### config.mk
export PLATFORM = sky130hd
export DESIGN_NAME = utf8_decode_cjk_index
export DESIGN_NICKNAME = d
export VERILOG_FILES = /design/src/hw/rtl/u8cjk_pkg.sv /design/src/hw/rtl/utf8_decode_cjk_index.sv
export SDC_FILE = /design/constraint.sdc
export NUM_CORES = 1
export LEC_CHECK = 0
export BUFFER_PORTS_ARGS = -buffer_cell sky130_fd_sc_hd__buf_2
export CAP_MARGIN = 40
export CORE_ASPECT_RATIO = 0.9
export CORE_MARGIN = 5
export CORE_UTILIZATION = 47
export CTS_BUF_LIST = sky130_fd_sc_hd__clkbuf_4 sky130_fd_sc_hd__clkbuf_8
export DETAILED_ROUTE_END_ITERATION = 8
export PLACE_DENSITY = 0.74
export SLEW_MARGIN = 20
export SYNTH_ARGS = -nofsm -noshare
export SYNTH_HDL_FRONTEND = slang
export SYNTH_SLANG_ARGS = --single-unit
### constraint.sdc
create_clock -name clk -period 4.01 [get_ports clk]
set_input_delay 0.401 -clock clk [delete_from_list [all_inputs] [get_ports clk]]
set_output_delay 0.401 -clock clk [all_outputs]
set_load 0.02 [all_outputs]
### src/hw/rtl/u8cjk_pkg.sv
// Shared types and constants for the UTF-8 decoder with CJK table classing.
`timescale 1ns / 1ps

package u8cjk_pkg;

  // Field widths
  localparam int CpW    = 31;
  localparam int LenW   = 3;
  localparam int KindW  = 2;
  localparam int ClassW = 2;
  localparam int IdxW   = 16;
  localparam int ByteW  = 8;

  // Packed stream widths (tdata padded to whole bytes)
  localparam int OutDataW = 56;
  localparam int OutUserW = KindW + ClassW;
  localparam int CfgAddrW = 2;

  // Configuration register indexes
  localparam logic [CfgAddrW-1:0] REG_IDEO_BASE  = 2'd0;
  localparam logic [CfgAddrW-1:0] REG_IDEO_COUNT = 2'd1;
  localparam logic [CfgAddrW-1:0] REG_SPECIAL_CP = 2'd2;

  // Register reset values
  localparam logic [CpW-1:0]  IDEO_BASE_RST  = 31'h0000_4E00;
  localparam logic [IdxW-1:0] IDEO_COUNT_RST = 16'd20902;
  localparam logic [CpW-1:0]  SPECIAL_CP_RST = 31'h0000_3007;

  // Sequence kinds
  localparam logic [KindW-1:0] KIND_ASCII   = 2'd0;
  localparam logic [KindW-1:0] KIND_MULTI   = 2'd1;
  localparam logic [KindW-1:0] KIND_STRAY   = 2'd2;
  localparam logic [KindW-1:0] KIND_BADLEAD = 2'd3;

  // Table classes
  localparam logic [ClassW-1:0] CLS_NONE    = 2'd0;
  localparam logic [ClassW-1:0] CLS_IDEO    = 2'd1;
  localparam logic [ClassW-1:0] CLS_SPECIAL = 2'd2;

  // Lead byte thresholds and continuation mask
  localparam logic [ByteW-1:0] LEAD_CONT = 8'h80;
  localparam logic [ByteW-1:0] LEAD_2B   = 8'hC0;
  localparam logic [ByteW-1:0] LEAD_3B   = 8'hE0;
  localparam logic [ByteW-1:0] LEAD_4B   = 8'hF0;
  localparam logic [ByteW-1:0] LEAD_5B   = 8'hF8;
  localparam logic [ByteW-1:0] LEAD_6B   = 8'hFC;
  localparam logic [ByteW-1:0] LEAD_BAD  = 8'hFE;
  localparam logic [ByteW-1:0] CONT_MASK = 8'h3F;

  // A decoded character waiting for classification
  typedef struct packed {
    logic [CpW-1:0]   cp;
    logic [LenW-1:0]  len;
    logic [KindW-1:0] kind;
  } char_t;

endpackage

### src/hw/rtl/utf8_decode_cjk_index.sv
// Top level: byte-serial UTF-8 decoder with ideograph table classing.
`timescale 1ns / 1ps

// Usage
//   in_*   : one raw UTF-8 byte per word. Lead bytes give the sequence
//            length (2 to 6); following bytes add their low six bits and
//            are not checked. 0xFE/0xFF act as six-byte leads, flagged.
//   out_*  : one word per finished character: code point, length, kind,
//            table class and table index. Lead and middle bytes give none.
//   cfg_*  : write-only registers (ideograph base, count, special code
//            point); write only while the block is idle.
// Throughput: one byte per cycle while the output is not stalled, set by the
//   single decode stage that updates the sequence state at the input handshake.
// Path: the decode register loads at the edge that accepts the byte ending a
//   character, and the classify register takes it when the output is free.
// Reset: sequence state cleared, registers back to their defaults, no
//   result pending.
// Stall: a held output word stays stable; one decoded character more can
//   wait in the decode register, after which in_tready drops.
module utf8_decode_cjk_index
  import u8cjk_pkg::*;
(
  input  logic                clk,
  input  logic                rst_n,
  // Input stream
  input  logic                in_tvalid,
  output logic                in_tready,
  input  logic [ByteW-1:0]    in_tdata,   // [7:0] byte_in
  // Result stream
  output logic                out_tvalid,
  input  logic                out_tready,
  output logic [OutDataW-1:0] out_tdata,  // [30:0] code_point, [33:31] seq_length,
                                          // [49:34] table_index, [55:50] zero
  output logic [OutUserW-1:0] out_tuser,  // [1:0] seq_kind, [3:2] table_class
  // Configuration
  input  logic                cfg_we,
  input  logic [CfgAddrW-1:0] cfg_addr,
  input  logic [CpW-1:0]      cfg_wdata
);

  // Configuration registers
  logic [CpW-1:0]  ideo_base_r;
  logic [IdxW-1:0] ideo_count_r;
  logic [CpW-1:0]  special_cp_r;

  // Sequence state
  logic [LenW-1:0] bytes_left_r, bytes_left_nxt;
  logic [CpW-1:0]  partial_r, partial_nxt;
  logic [LenW-1:0] total_len_r, total_len_nxt;
  logic            lead_inv_r, lead_inv_nxt;

  // Decode stage
  logic  s1_valid_r;
  char_t s1_char_r;
  char_t dec_char;
  logic  dec_emit;
  logic  in_acc;
  logic  s1_adv;

  // Classify stage / output register
  logic              out_valid_r;
  logic [CpW-1:0]    out_cp_r;
  logic [LenW-1:0]   out_len_r;
  logic [KindW-1:0]  out_kind_r;
  logic [ClassW-1:0] out_class_r;
  logic [IdxW-1:0]   out_idx_r;
  logic [ClassW-1:0] cls_nxt;
  logic [IdxW-1:0]   idx_nxt;
  logic [CpW:0]      diff;

  // Handshakes
  assign s1_adv    = s1_valid_r && (!out_valid_r || out_tready);
  assign in_tready = !s1_valid_r || s1_adv;
  assign in_acc    = in_tvalid && in_tready;

  // Take configuration writes; unknown indexes are dropped
  always_ff @(posedge clk) begin
    if (!rst_n) begin
      ideo_base_r  <= IDEO_BASE_RST;
      ideo_count_r <= IDEO_COUNT_RST;
      special_cp_r <= SPECIAL_CP_RST;
    end else if (cfg_we) begin
      unique case (cfg_addr)
        REG_IDEO_BASE:  ideo_base_r  <= cfg_wdata;
        REG_IDEO_COUNT: ideo_count_r <= cfg_wdata[IdxW-1:0];
        REG_SPECIAL_CP: special_cp_r <= cfg_wdata;
        default: ;
      endcase
    end
  end

  // Decode one byte against the running sequence
  always_comb begin
    bytes_left_nxt = bytes_left_r;
    partial_nxt    = partial_r;
    total_len_nxt  = total_len_r;
    lead_inv_nxt   = lead_inv_r;
    dec_emit       = 1'b0;
    dec_char.cp    = {{(CpW-ByteW){1'b0}}, in_tdata};
    dec_char.len   = LenW'(1);
    dec_char.kind  = KIND_ASCII;

    if (bytes_left_r != '0) begin
      // continuation: append six bits, unchecked
      partial_nxt    = {partial_r[CpW-7:0], in_tdata[5:0] & CONT_MASK[5:0]};
      bytes_left_nxt = bytes_left_r - LenW'(1);
      dec_emit       = (bytes_left_r == LenW'(1));
      dec_char.cp    = partial_nxt;
      dec_char.len   = total_len_r;
      dec_char.kind  = lead_inv_r ? KIND_BADLEAD : KIND_MULTI;
    end else if (in_tdata < LEAD_CONT) begin
      dec_emit = 1'b1;
    end else if (in_tdata < LEAD_2B) begin
      dec_emit      = 1'b1;
      dec_char.kind = KIND_STRAY;
    end else begin
      // lead byte: set length and keep payload bits
      lead_inv_nxt = 1'b0;
      if (in_tdata >= LEAD_6B) begin
        total_len_nxt = LenW'(6);
        partial_nxt   = CpW'(in_tdata[0]);
        lead_inv_nxt  = (in_tdata >= LEAD_BAD);
      end else if (in_tdata >= LEAD_5B) begin
        total_len_nxt = LenW'(5);
        partial_nxt   = CpW'(in_tdata[1:0]);
      end else if (in_tdata >= LEAD_4B) begin
        total_len_nxt = LenW'(4);
        partial_nxt   = CpW'(in_tdata[2:0]);
      end else if (in_tdata >= LEAD_3B) begin
        total_len_nxt = LenW'(3);
        partial_nxt   = CpW'(in_tdata[3:0]);
      end else begin
        total_len_nxt = LenW'(2);
        partial_nxt   = CpW'(in_tdata[4:0]);
      end
      bytes_left_nxt = total_len_nxt - LenW'(1);
    end
  end

  // Advance sequence state on each accepted word
  always_ff @(posedge clk) begin
    if (!rst_n) begin
      bytes_left_r <= '0;
      partial_r    <= '0;
      total_len_r  <= '0;
      lead_inv_r   <= 1'b0;
    end else if (in_acc) begin
      bytes_left_r <= bytes_left_nxt;
      partial_r    <= partial_nxt;
      total_len_r  <= total_len_nxt;
      lead_inv_r   <= lead_inv_nxt;
    end
  end

  // Decode register
  always_ff @(posedge clk) begin
    if (!rst_n) begin
      s1_valid_r <= 1'b0;
    end else if (in_acc) begin
      s1_valid_r <= dec_emit;
    end else if (s1_adv) begin
      s1_valid_r <= 1'b0;
    end
  end

  always_ff @(posedge clk) begin
    if (in_acc && dec_emit) begin
      s1_char_r <= dec_char;
    end
  end

  // Classify: special code point first, then the table range
  always_comb begin
    diff    = {1'b0, s1_char_r.cp} - {1'b0, ideo_base_r};
    cls_nxt = CLS_NONE;
    idx_nxt = '0;
    if (s1_char_r.cp == special_cp_r) begin
      cls_nxt = CLS_SPECIAL;
    end else if (!diff[CpW] && (diff[CpW-1:IdxW] == '0)
                 && (diff[IdxW-1:0] < ideo_count_r)) begin
      cls_nxt = CLS_IDEO;
      idx_nxt = diff[IdxW-1:0];
    end
  end

  // Output register
  always_ff @(posedge clk) begin
    if (!rst_n) begin
      out_valid_r <= 1'b0;
    end else if (s1_adv) begin
      out_valid_r <= 1'b1;
    end else if (out_tready) begin
      out_valid_r <= 1'b0;
    end
  end

  always_ff @(posedge clk) begin
    if (s1_adv) begin
      out_cp_r    <= s1_char_r.cp;
      out_len_r   <= s1_char_r.len;
      out_kind_r  <= s1_char_r.kind;
      out_class_r <= cls_nxt;
      out_idx_r   <= idx_nxt;
    end
  end

  assign out_tvalid = out_valid_r;
  assign out_tdata  = {{(OutDataW-CpW-LenW-IdxW){1'b0}}, out_idx_r, out_len_r, out_cp_r};
  assign out_tuser  = {out_class_r, out_kind_r};

endmodule

Yosys cells after proc, flatten, opt, wreduce, memory -nomap -nowiden:

Cells that the tools add are included.

* add/sub/neg operators: 3
* multiplexer cells: 31
* reduce and logical (&&, ||, !) cells: 21
* bitwise gates (word level): 4
* eq/ne operators: 6
* magnitude comparators: 8

Operators with widths (number)
* $mux W25: 3
* $ge A8 B8 Y1 const B: 5
* $sub A31 B31 Y32: 1
* $eq A31 B31 Y1: 1
* $mux W3: 9
* $mux W5: 4
* $lt A16 B16 Y1: 1
* $lt A8 B8 Y1 const B: 2
* $logic_not A15 Y1: 1
* $mux W11: 1
* $mux W1: 10
* $mux W2: 4
* $reduce_and A2 Y1: 3
* $sub A3 B1 Y3 const B: 2
* $logic_and A1 B1 Y1: 5
* $ne A2 B2 Y1 const B: 2
* $not A1 Y1: 4
* $reduce_and A4 Y1: 1
* $reduce_bool A2 Y1: 2
* $eq A3 B1 Y1 const B: 1
* $logic_not A1 Y1: 3
* $reduce_and A3 Y1: 1
* $reduce_bool A3 Y1: 1
* $eq A2 B1 Y1 const B: 1
* 4 further kinds: 5

* logic and storage cells: 91
* register bits: 202
* input bits: 46

Longest topological paths before layout:

Gate-level depths: netlist of run 1.

* depth in word-level cells: 12
* gate-level depth with buffers: 17

Worst setup path before layout of run 1:

Ideal clock, no wire load.

* path kind: reg-to-reg
* from: register s1_char_r[11] (netlist bit)
* to: register out_class_r[0], data pin
* arrival time: 3.851 ns
* buffers on the path: 1
* required time: 3.840 ns
* period minus slack after synthesis: 4.021 ns
* setup time: 0.170 ns
* stages on the path, launching flop included: 16
* path slack: -0.011 ns
* cells stage by stage: edfxtp_1 > ha_1 > a21oi_2 > a21bo_1 > o21a_2 > a31oi_1 > o21ai_0 > xor2_1 > ha_1 > and4_1 > a221o_1 > a2111o_1 > nor4_4 > nand4_4 > buf_6 > nor4_2

* elaborated cells between the ends (all ways): 8

RTL lines
* start: declaration: RTL line utf8_decode_cjk_index.sv:54 `char_t s1_char_r;`
* start signal: assignment: RTL line utf8_decode_cjk_index.sv:168 `s1_char_r <= dec_char;`
* $sub A31 B31 Y32: RTL line utf8_decode_cjk_index.sv:174 `diff = {1'b0, s1_char_r.cp} - {1'b0, ideo_base_r};`
* named net diff[11]: RTL line utf8_decode_cjk_index.sv:69 `logic [CpW:0] diff;`
* $lt A16 B16 Y1: RTL line utf8_decode_cjk_index.sv:180 `&& (diff[IdxW-1:0] < ideo_count_r)) begin`
* $logic_and A1 B1 Y1: RTL line utf8_decode_cjk_index.sv:180
* $mux W1: RTL line utf8_decode_cjk_index.sv:179 `end else if (!diff[CpW] && (diff[CpW-1:IdxW] == '0)`
* end signal: assignment: RTL line utf8_decode_cjk_index.sv:202 `out_class_r <= cls_nxt;`
* end: declaration: RTL line utf8_decode_cjk_index.sv:65 `logic [ClassW-1:0] out_class_r;`

The timed path passes the listed nets, and every way through them passes these cells.
A chain may end at the register's enable or synchronous reset.

Worst setup path after layout of run 1:

* from: register s1_char_r[5] (netlist bit)
* to: register out_idx_r[2], data pin

* elaborated cells between the ends (all ways): 9

RTL lines
* $sub A31 B31 Y32: RTL line utf8_decode_cjk_index.sv:174
* named net diff[8]: RTL line utf8_decode_cjk_index.sv:69
* $lt A16 B16 Y1: RTL line utf8_decode_cjk_index.sv:180
* $logic_and A1 B1 Y1: RTL line utf8_decode_cjk_index.sv:180
* $not A1 Y1 (no source line)
* $reduce_or A2 Y1 (no source line)
* end signal: assignment: RTL line utf8_decode_cjk_index.sv:203 `out_idx_r <= idx_nxt;`
* end: declaration: RTL line utf8_decode_cjk_index.sv:66 `logic [IdxW-1:0] out_idx_r;`

The timed path passes the listed nets, and every way through them passes these cells.

==> results.rst, run 1 <==
.. list-table::
   :header-rows: 1

   * - Metric
     - Value
   * - Status
     - finished, violations left
   * - Failing checks
     - setup timing
   * - Main synth FF type
     - sky130_fd_sc_hd__dfxtp_1
   * - TritonCTS clock tree
     - yes
   * - Hold_sp
     - in_tdata[0]
   * - Arrival time reported for the critical path endpoint
     - 4.41 ns
   * - Worst reg-to-reg setup slack
     - -0.06 ns
   * - Endpoint class of the critical path
     - flip-flop
   * - Detailed-placement wirelength estimate
     - 20.4 mm
   * - List of most frequent post-synthesis cells
     - 200 x sky130_fd_sc_hd__nand2_1, 112 x sky130_fd_sc_hd__dfxtp_1, 90 x sky130_fd_sc_hd__edfxtp_1
   * - # rows
     - 51
   * - Final setup violation count
     - 17
   * - Headroom to the max-slew limit
     - 24.3%
   * - Detailed-route wire length per cell
     - 18.2 um
   * - Antenna Violating Nets Remaining
     - 0
   * - Required time of the worst setup path
     - 4.35 ns
   * - Clock period minus final worst setup slack
     - 4.07 ns
   * - Final period utilization
     - 101%
   * - Path category of the worst min-delay check
     - in2reg
   * - Largest incremental delay on the critical path
     - 0.45 ns
   * - Fin nets
     - 1310
   * - Top Ports
     - 108
   * - Synthesis Warnings
     - 0
   * - Number of cells on the worst hold path
     - 1
   * - Yosys top cell by area
     - sky130_fd_sc_hd__edfxtp_1
   * - Initial DRC Count
     - 583
   * - Pin count of the biggest net entering global routing
     - 56
   * - Top post-synthesis cells by area
     - sky130_fd_sc_hd__edfxtp_1 26%, sky130_fd_sc_hd__dfxtp_1 22%, sky130_fd_sc_hd__nand2_1 7.3%
   * - Source of the worst register-to-register timing path
     - s1_char_r[5]
   * - Avg Cell Area, Syn
     - 9.69 um2
   * - Post-synthesis instance area
     - 0.0103 mm2
   * - Peak clock frequency supported by timing
     - 246 MHz
   * - Buffers from clock root to sink, at most
     - 3
   * - Die span in y
     - 151 um
   * - Global-route usage over all layers
     - 21.5%
   * - Clock root buffer master
     - sky130_fd_sc_hd__clkbuf_8
   * - Critical path class
     - reg2reg
   * - Placer congestion estimate
     - 0.954
   * - Number of antenna violations at the first check in global routing
     - 0
   * - N_diodes
     - 0
   * - CTS H-tree lvls
     - 2
   * - P per Cell Area
     - 457 mW/mm2
   * - Area added between synthesis and finish
     - 20.4%
   * - Reg2reg path depth
     - 16
   * - Detailed Routing Iterations Pass 1
     - 5
   * - Worst-margin pin slew
     - 1.13 ns
   * - GRT Residual Overflow
     - 0
   * - Non-filler cells in the finished layout
     - 1530
   * - Clock input transition at the sequential cells of the worst setup and hold paths
     - 0.06 ns
   * - Die Width
     - 166 um
   * - Total vias in the final route
     - 8329
   * - Sequential fraction of the synthesis area
     - 47.9%
   * - Post-synth EDFFs
     - 90
   * - Number of hold-slack violations in the final timing report
     - 0
   * - Cell count after synthesis
     - 1065
   * - Die Outline Area
     - 0.0250 mm2
   * - Flop and latch count out of synthesis
     - 202
   * - Avg Vias per Cell
     - 5.44
   * - Crit path buffers/inverters
     - 2
   * - Number of buffers added by the clock tree synthesis step
     - 35
   * - Worst VDD drop
     - 348 uV
   * - Effective utilization at floorplan
     - 47.7%
   * - Startpoint kind of the worst setup timing path
     - flip-flop
   * - Maximum fanout along the worst path
     - 8
   * - Most common cell in the synthesized netlist
     - sky130_fd_sc_hd__nand2_1
   * - Area share of the largest cell type after synthesis
     - 26.2%
   * - Worst Hold Path EP
     - s1_char_r[5]
   * - Placed Cells incl. Taps
     - 1451
   * - Post-detailed-route DRC marker count
     - 0
   * - RR Endpoint
     - out_idx_r[2]
   * - Final critical-path setup slack
     - -0.0561 ns
   * - Number of sinks on the clock net
     - 202
   * - Kind of cell adding the most delay to the critical path
     - compound AO/OA/AOI/OAI gates
   * - Crit-path slowest cell
     - sky130_fd_sc_hd__a2111o_1
   * - Critical-path cell list
     - inv_2 > ha_4 > fa_2 > nand2b_4 > a21oi_4 > nor2_2 > o21ai_1 > xor2_1 > ha_1 > and4_1 > a221o_1 > a2111o_1 > nor4_4 > nand4_4 > clkbuf_16 > nor4_2
   * - Port Buf Inserts
     - 101
   * - Maximum Capacitance Violations
     - 0
   * - Worst Hold Margin
     - 0.124 ns
   * - Wire length of the first global-routing pass
     - 43.1 mm
   * - Total power of the final layout
     - 5.68 mW
   * - Leakage dissipation
     - 4.90 nW
   * - Worst-Skew Late Latency
     - 0.54 ns
   * - Max Transition Viols Final
     - 0
   * - Final setup skew
     - 0.0354 ns
   * - Share of post-route cells with drive strength above 1
     - 22.2%
   * - Number of distinct library cells after synthesis
     - 77
   * - Wire length after detailed routing
     - 27.8 mm
   * - Proportion of register bits with asynchronous set or reset after synthesis
     - 0%
   * - RSZ-0062 raised after global routing
     - true
   * - Vias in the first global route
     - 7877
   * - Placeable core region
     - 0.0216 mm2
area by class of cell:
| class | count | area [um2] |
|---|---|---|
| fillers | 1901 | 9220 |
| well taps | 291 | 364 |
| flip-flops and latches | 202 | 4950 |
| clock inverters | 19 | 97.6 |
| inverters | 60 | 225 |
| multi-input cells | 750 | 5180 |
| clock buffers | 44 | 562 |
| repair buffers | 164 | 1040 |
registers in the layout (all words and copies together) (netlist names):
register and flops:
out_tvalid 1, ideo_base_r 31, out_kind_r 2, bytes_left_r 3
lead_inv_r 1, s1_valid_r 1, s1_char_r 36, out_class_r 2
partial_r 25, out_len_r 3, total_len_r 3, special_cp_r 31
ideo_count_r 16, out_idx_r 16, out_cp_r 31
cells in the final DEF (no fill, tap or decap), types with 5 or more instances in the layout:
master and n:
sky130_fd_sc_hd__nand2_1 200, sky130_fd_sc_hd__dfxtp_1 111, sky130_fd_sc_hd__buf_2 102, sky130_fd_sc_hd__edfxtp_1 90, sky130_fd_sc_hd__a21boi_0 68, sky130_fd_sc_hd__inv_1 58
sky130_fd_sc_hd__buf_4 57, sky130_fd_sc_hd__ha_1 46, sky130_fd_sc_hd__xor2_1 38, sky130_fd_sc_hd__clkbuf_8 37, sky130_fd_sc_hd__a21oi_1 36, sky130_fd_sc_hd__nand3_1 31
sky130_fd_sc_hd__nor2_1 30, sky130_fd_sc_hd__nor2b_1 29, sky130_fd_sc_hd__and2_1 26, sky130_fd_sc_hd__a22oi_1 21, sky130_fd_sc_hd__o21ai_0 20, sky130_fd_sc_hd__o211ai_1 17
sky130_fd_sc_hd__nor4_4 17, sky130_fd_sc_hd__nand4_1 14, sky130_fd_sc_hd__xnor2_1 13, sky130_fd_sc_hd__a21o_1 10, sky130_fd_sc_hd__nor4_1 10, sky130_fd_sc_hd__nand2b_1 9
sky130_fd_sc_hd__nor3_1 9, sky130_fd_sc_hd__clkinv_1 9, sky130_fd_sc_hd__clkbuf_4 7, sky130_fd_sc_hd__o21a_1 6, sky130_fd_sc_hd__conb_1 6, sky130_fd_sc_hd__clkinv_2 6
sky130_fd_sc_hd__o31ai_1 5
kinds of logic after synthesis:
| kind of cell | share of synthesized area [%] |
|---|---|
| and+or+nand+nor | 19.5 |
| AOI/OAI and AO/OA | 16.5 |
| DFF | 47.9 |
| buffers and inverters | 5.09 |
| xor gates and xnor gates | 4.42 |
| adders and majority gates | 6.26 |
| muxes | 0.291 |
| other | 0.0364 |
per-stage QoR:
stage	instance area (um2)	setup WS [ns]	utilization (%)	setup TNS, ns
detailed placement	11300	-0.214	52.3	-2.50
finish	12400	-0.0561	57.4	-0.583
floorplan	10300	0.0370	-	0
CTS	12100	0.0000182	56.0	0
global route	12400	-0.215	57.4	-3.23
global placement	11300	-0.0200	52.2	-0.118
power by group:
group	switching [mW]	total [mW]	internal, mW	leakage, nW
registers	0.0863	2.39	2.31	1.77
clock network	0.857	1.79	0.931	0.342
logic	0.942	1.50	0.558	2.79
repair_timing:
action / CTS / global route
endpoints found under the setup margin: 17 / 17
pin swaps: 5 / 35
cloned: 1 / 1
hold buffers: 0 / 0
buffers inserted: 8 / 5
hold endpoints to repair: 0 / 0
resized for setup: 11 / 34
worst max-delay path by stage:
stage / from / endpoint / depth (start not counted)
floorplan: s1_char_r[5] / out_class_r[0] / 17
global placement: s1_char_r[5] / out_idx_r[3] / 17
detailed placement: s1_char_r[5] / out_idx_r[1] / 17
CTS: s1_char_r[5] / out_idx_r[6] / 17
global route: s1_char_r[5] / out_idx_r[7] / 16
finish: s1_char_r[5] / out_idx_r[2] / 16
layer usage:
metal	track usage, %	vias to the layer above	wire (um)
met1	29.6	3960	12400
met3	4.04	33	1670
li1	-	4053	-
met2	35.3	283	13300
met4	5.15	0	455
met5	0	-	0
(Power assumes the default switching activity.)
==> inputs of run 2 (changes only) <==
- PLACE_DENSITY: 0.74 -> 0.71
- clock period: 4.01 -> 4.5 ns (I/O delays scaled with it)
==> results.rst, run 2 (synthesis gave the netlist of run 1 again) <==
.. list-table::
   :header-rows: 1

   * - Metric
     - Value
   * - Clock period minus final worst setup slack
     - 4.26 ns (+0.197 ns)
   * - Required time of the worst setup path
     - 4.82 ns (+0.47 ns)
   * - Number of buffers added by the clock tree synthesis step
     - 34 (-2.9%)
   * - Peak clock frequency supported by timing
     - 235 MHz (-4.6%)
   * - Max Transition Viols Final
     - 0 (unchanged)
   * - Number of sinks on the clock net
     - 202 (unchanged)
   * - Number of hold-slack violations in the final timing report
     - 0 (unchanged)
   * - Leakage dissipation
     - 4.52 nW (-7.7%)
   * - Area added between synthesis and finish
     - 14.4%
   * - Global-route usage over all layers
     - 21.6% (+0.12 points)
   * - Detailed Routing Iterations Pass 1
     - 7 (+2)
   * - GRT Residual Overflow
     - 0 (unchanged)
   * - Die span in y
     - 151 um (unchanged)
   * - Total vias in the final route
     - 8146 (-2.2%)
   * - Clock root buffer master
     - sky130_fd_sc_hd__clkbuf_8
   * - P per Cell Area
     - 410 mW/mm2 (-10%)
   * - Endpoint class of the critical path
     - flip-flop
   * - Worst-Skew Late Latency
     - 0.52 ns (-0.02 ns)
   * - Final period utilization
     - 94.7% (-6.7 points)
   * - Final setup violation count
     - 0 (-17)
   * - Fin nets
     - 1264 (-3.5%)
   * - Placeable core region
     - 0.0216 mm2 (unchanged)
   * - TritonCTS clock tree
     - yes
   * - Top library cells by usage in the layout, fill and taps aside
     - 200 x sky130_fd_sc_hd__nand2_1, 112 x sky130_fd_sc_hd__dfxtp_1, 102 x sky130_fd_sc_hd__buf_2, 90 x sky130_fd_sc_hd__edfxtp_1, 68 x sky130_fd_sc_hd__a21boi_0
   * - Avg Vias per Cell
     - 5.49 (+0.90%)
   * - Placer congestion estimate
     - 0.938 (-1.7%)
   * - Area used by multi-input combinational logic
     - 0.00493 mm2 (-4.8%)
   * - Number of flip-flops in the largest register
     - 36 (unchanged)
   * - Arrival time reported for the critical path endpoint
     - 4.58 ns (+0.17 ns)
   * - Worst VDD drop
     - 245 uV (-30%)
   * - N_diodes
     - 0 (unchanged)
   * - Detailed-route wire length per cell
     - 18.5 um (+1.8%)
   * - Share of post-route cells with drive strength above 1
     - 18.3% (-3.9 points)
   * - Path category of the worst min-delay check
     - in2reg
   * - Die Width
     - 166 um (unchanged)
   * - Detailed-placement wirelength estimate
     - 20.4 mm (about the same)
   * - Effective utilization at floorplan
     - 47.7% (unchanged)
   * - Port Buf Inserts
     - 101 (unchanged)
   * - Final setup skew
     - 0.0244 ns (-0.0110 ns)
   * - Initial DRC Count
     - 665 (+14%)
   * - Vias in the first global route
     - 8020 (+1.8%)
   * - Worst Hold Margin
     - 0.157 ns (+0.0327 ns)
   * - Combined flip-flop and latch cell area
     - 0.00494 mm2 (about the same)
   * - Top Ports
     - 108 (unchanged)
   * - Antenna Violating Nets Remaining
     - 0 (unchanged)
   * - Wire length after detailed routing
     - 27.5 mm (-1.3%)
   * - Startpoint kind of the worst setup timing path
     - flip-flop
   * - Number of filler cells placed in the layout
     - 1956 (+2.9%)
   * - Die Outline Area
     - 0.0250 mm2 (unchanged)
   * - Worst-margin pin slew
     - 0.762 ns (-0.372 ns)
   * - CTS Hold Bufs
     - 0 (unchanged)
   * - Headroom to the max-slew limit
     - 49.0% (+25 points)
   * - Critical path class
     - reg2reg
   * - Buffers from clock root to sink, at most
     - 3 (unchanged)
   * - Clock input transition at the sequential cells of the worst setup and hold paths
     - 0.06 ns (about the same)
   * - Pin count of the biggest net entering global routing
     - 58 (+3.6%)
   * - Number of antenna violations at the first check in global routing
     - 0 (unchanged)
   * - Register with the most flip-flops
     - s1_char_r
   * - Final TNS setup
     - 0 ns (+0.583 ns)
   * - # rows
     - 51 (unchanged)
   * - Maximum Capacitance Violations
     - 0 (unchanged)
   * - Maximum fanout along the worst path
     - 17 (+9)
   * - Commonest non-fill, non-tap cell in the layout
     - sky130_fd_sc_hd__nand2_1
   * - Post-detailed-route DRC marker count
     - 0 (unchanged)
   * - Wire length of the first global-routing pass
     - 43.1 mm (about the same)
   * - Status
     - finished, final reports clean
   * - CTS H-tree lvls
     - 2 (unchanged)
run 2: final timing paths:
path                start            end  slack, ns  cells past startpoint
max          s1_char_r[7]   out_idx_r[3]       0.24                     15
max reg2reg  s1_char_r[7]   out_idx_r[3]       0.24                     15
min reg2reg  s1_char_r[0]  out_kind_r[0]       0.42                      0
min           in_tdata[0]   s1_char_r[5]       0.16                      1
run 2: cell type report:
class,count,share of cell area (%)
sequential,202,41.9
multi-input combinational,750,41.8
inverter,60,1.91
timing repair buffer,119,5.79
tap,291,3.09
clock buffer,42,4.63
clock inverter,19,0.859
run 2: report_power, final:
part	switching [mW]	total [mW]	internal, mW
Sequential	0.0858	2.14	2.06
Combinational	0.756	1.15	0.390
Clock	0.737	1.55	0.811
run 2: stage by stage:
stage / utilization [%] / power [mW] / setup slack, ns / instances / instance area (um2)
6_report: 54.5 / 4.84 / 0.237 / 1483 / 11800
2_1_floorplan: - / 2.97 / 0.479 / 1070 / 10300
3_3_place_gp: 50.9 / 3.28 / 0.114 / 1417 / 11000
5_1_grt: 54.5 / 5.08 / -0.000580 / 1483 / 11800
4_1_cts: 54.1 / 4.85 / 0.0116 / 1481 / 11700
3_5_place_dp: 51.0 / 3.29 / -0.0919 / 1419 / 11000
run 2: what timing repair did:
| item | 4_1_cts | 5_1_grt |
|---|---|---|
| setup buffers | 1 | 0 |
| pin swaps | 1 | 2 |
| resized for setup | 0 | 9 |
| endpoints found under the setup margin | 13 | 17 |
run 2: critical path, stage by stage (launching register included):
cell and delay [ns]:
sky130_fd_sc_hd__edfxtp_1 0.48, sky130_fd_sc_hd__ha_1 0.38, sky130_fd_sc_hd__o211ai_1 0.22, sky130_fd_sc_hd__a21oi_2 0.07, sky130_fd_sc_hd__o21a_2 0.25, sky130_fd_sc_hd__a31oi_1 0.24
sky130_fd_sc_hd__o21ai_0 0.14, sky130_fd_sc_hd__xor2_1 0.24, sky130_fd_sc_hd__ha_1 0.29, sky130_fd_sc_hd__and4_1 0.21, sky130_fd_sc_hd__a221o_1 0.32, sky130_fd_sc_hd__a2111o_1 0.45
sky130_fd_sc_hd__nor4_4 0.19, sky130_fd_sc_hd__nand4_4 0.13, sky130_fd_sc_hd__buf_12 0.19, sky130_fd_sc_hd__nor4_1 0.27
run 2: routing by layer:
metal  GRT usage, %  share of wire, %  vias to the layer above
li1               -                 -                     3952
met1           29.8                46                     3904
met2           35.4                46                      241
met3           3.44               5.5                       49
met4           6.35               2.6                        0
met5              0                 0                        -
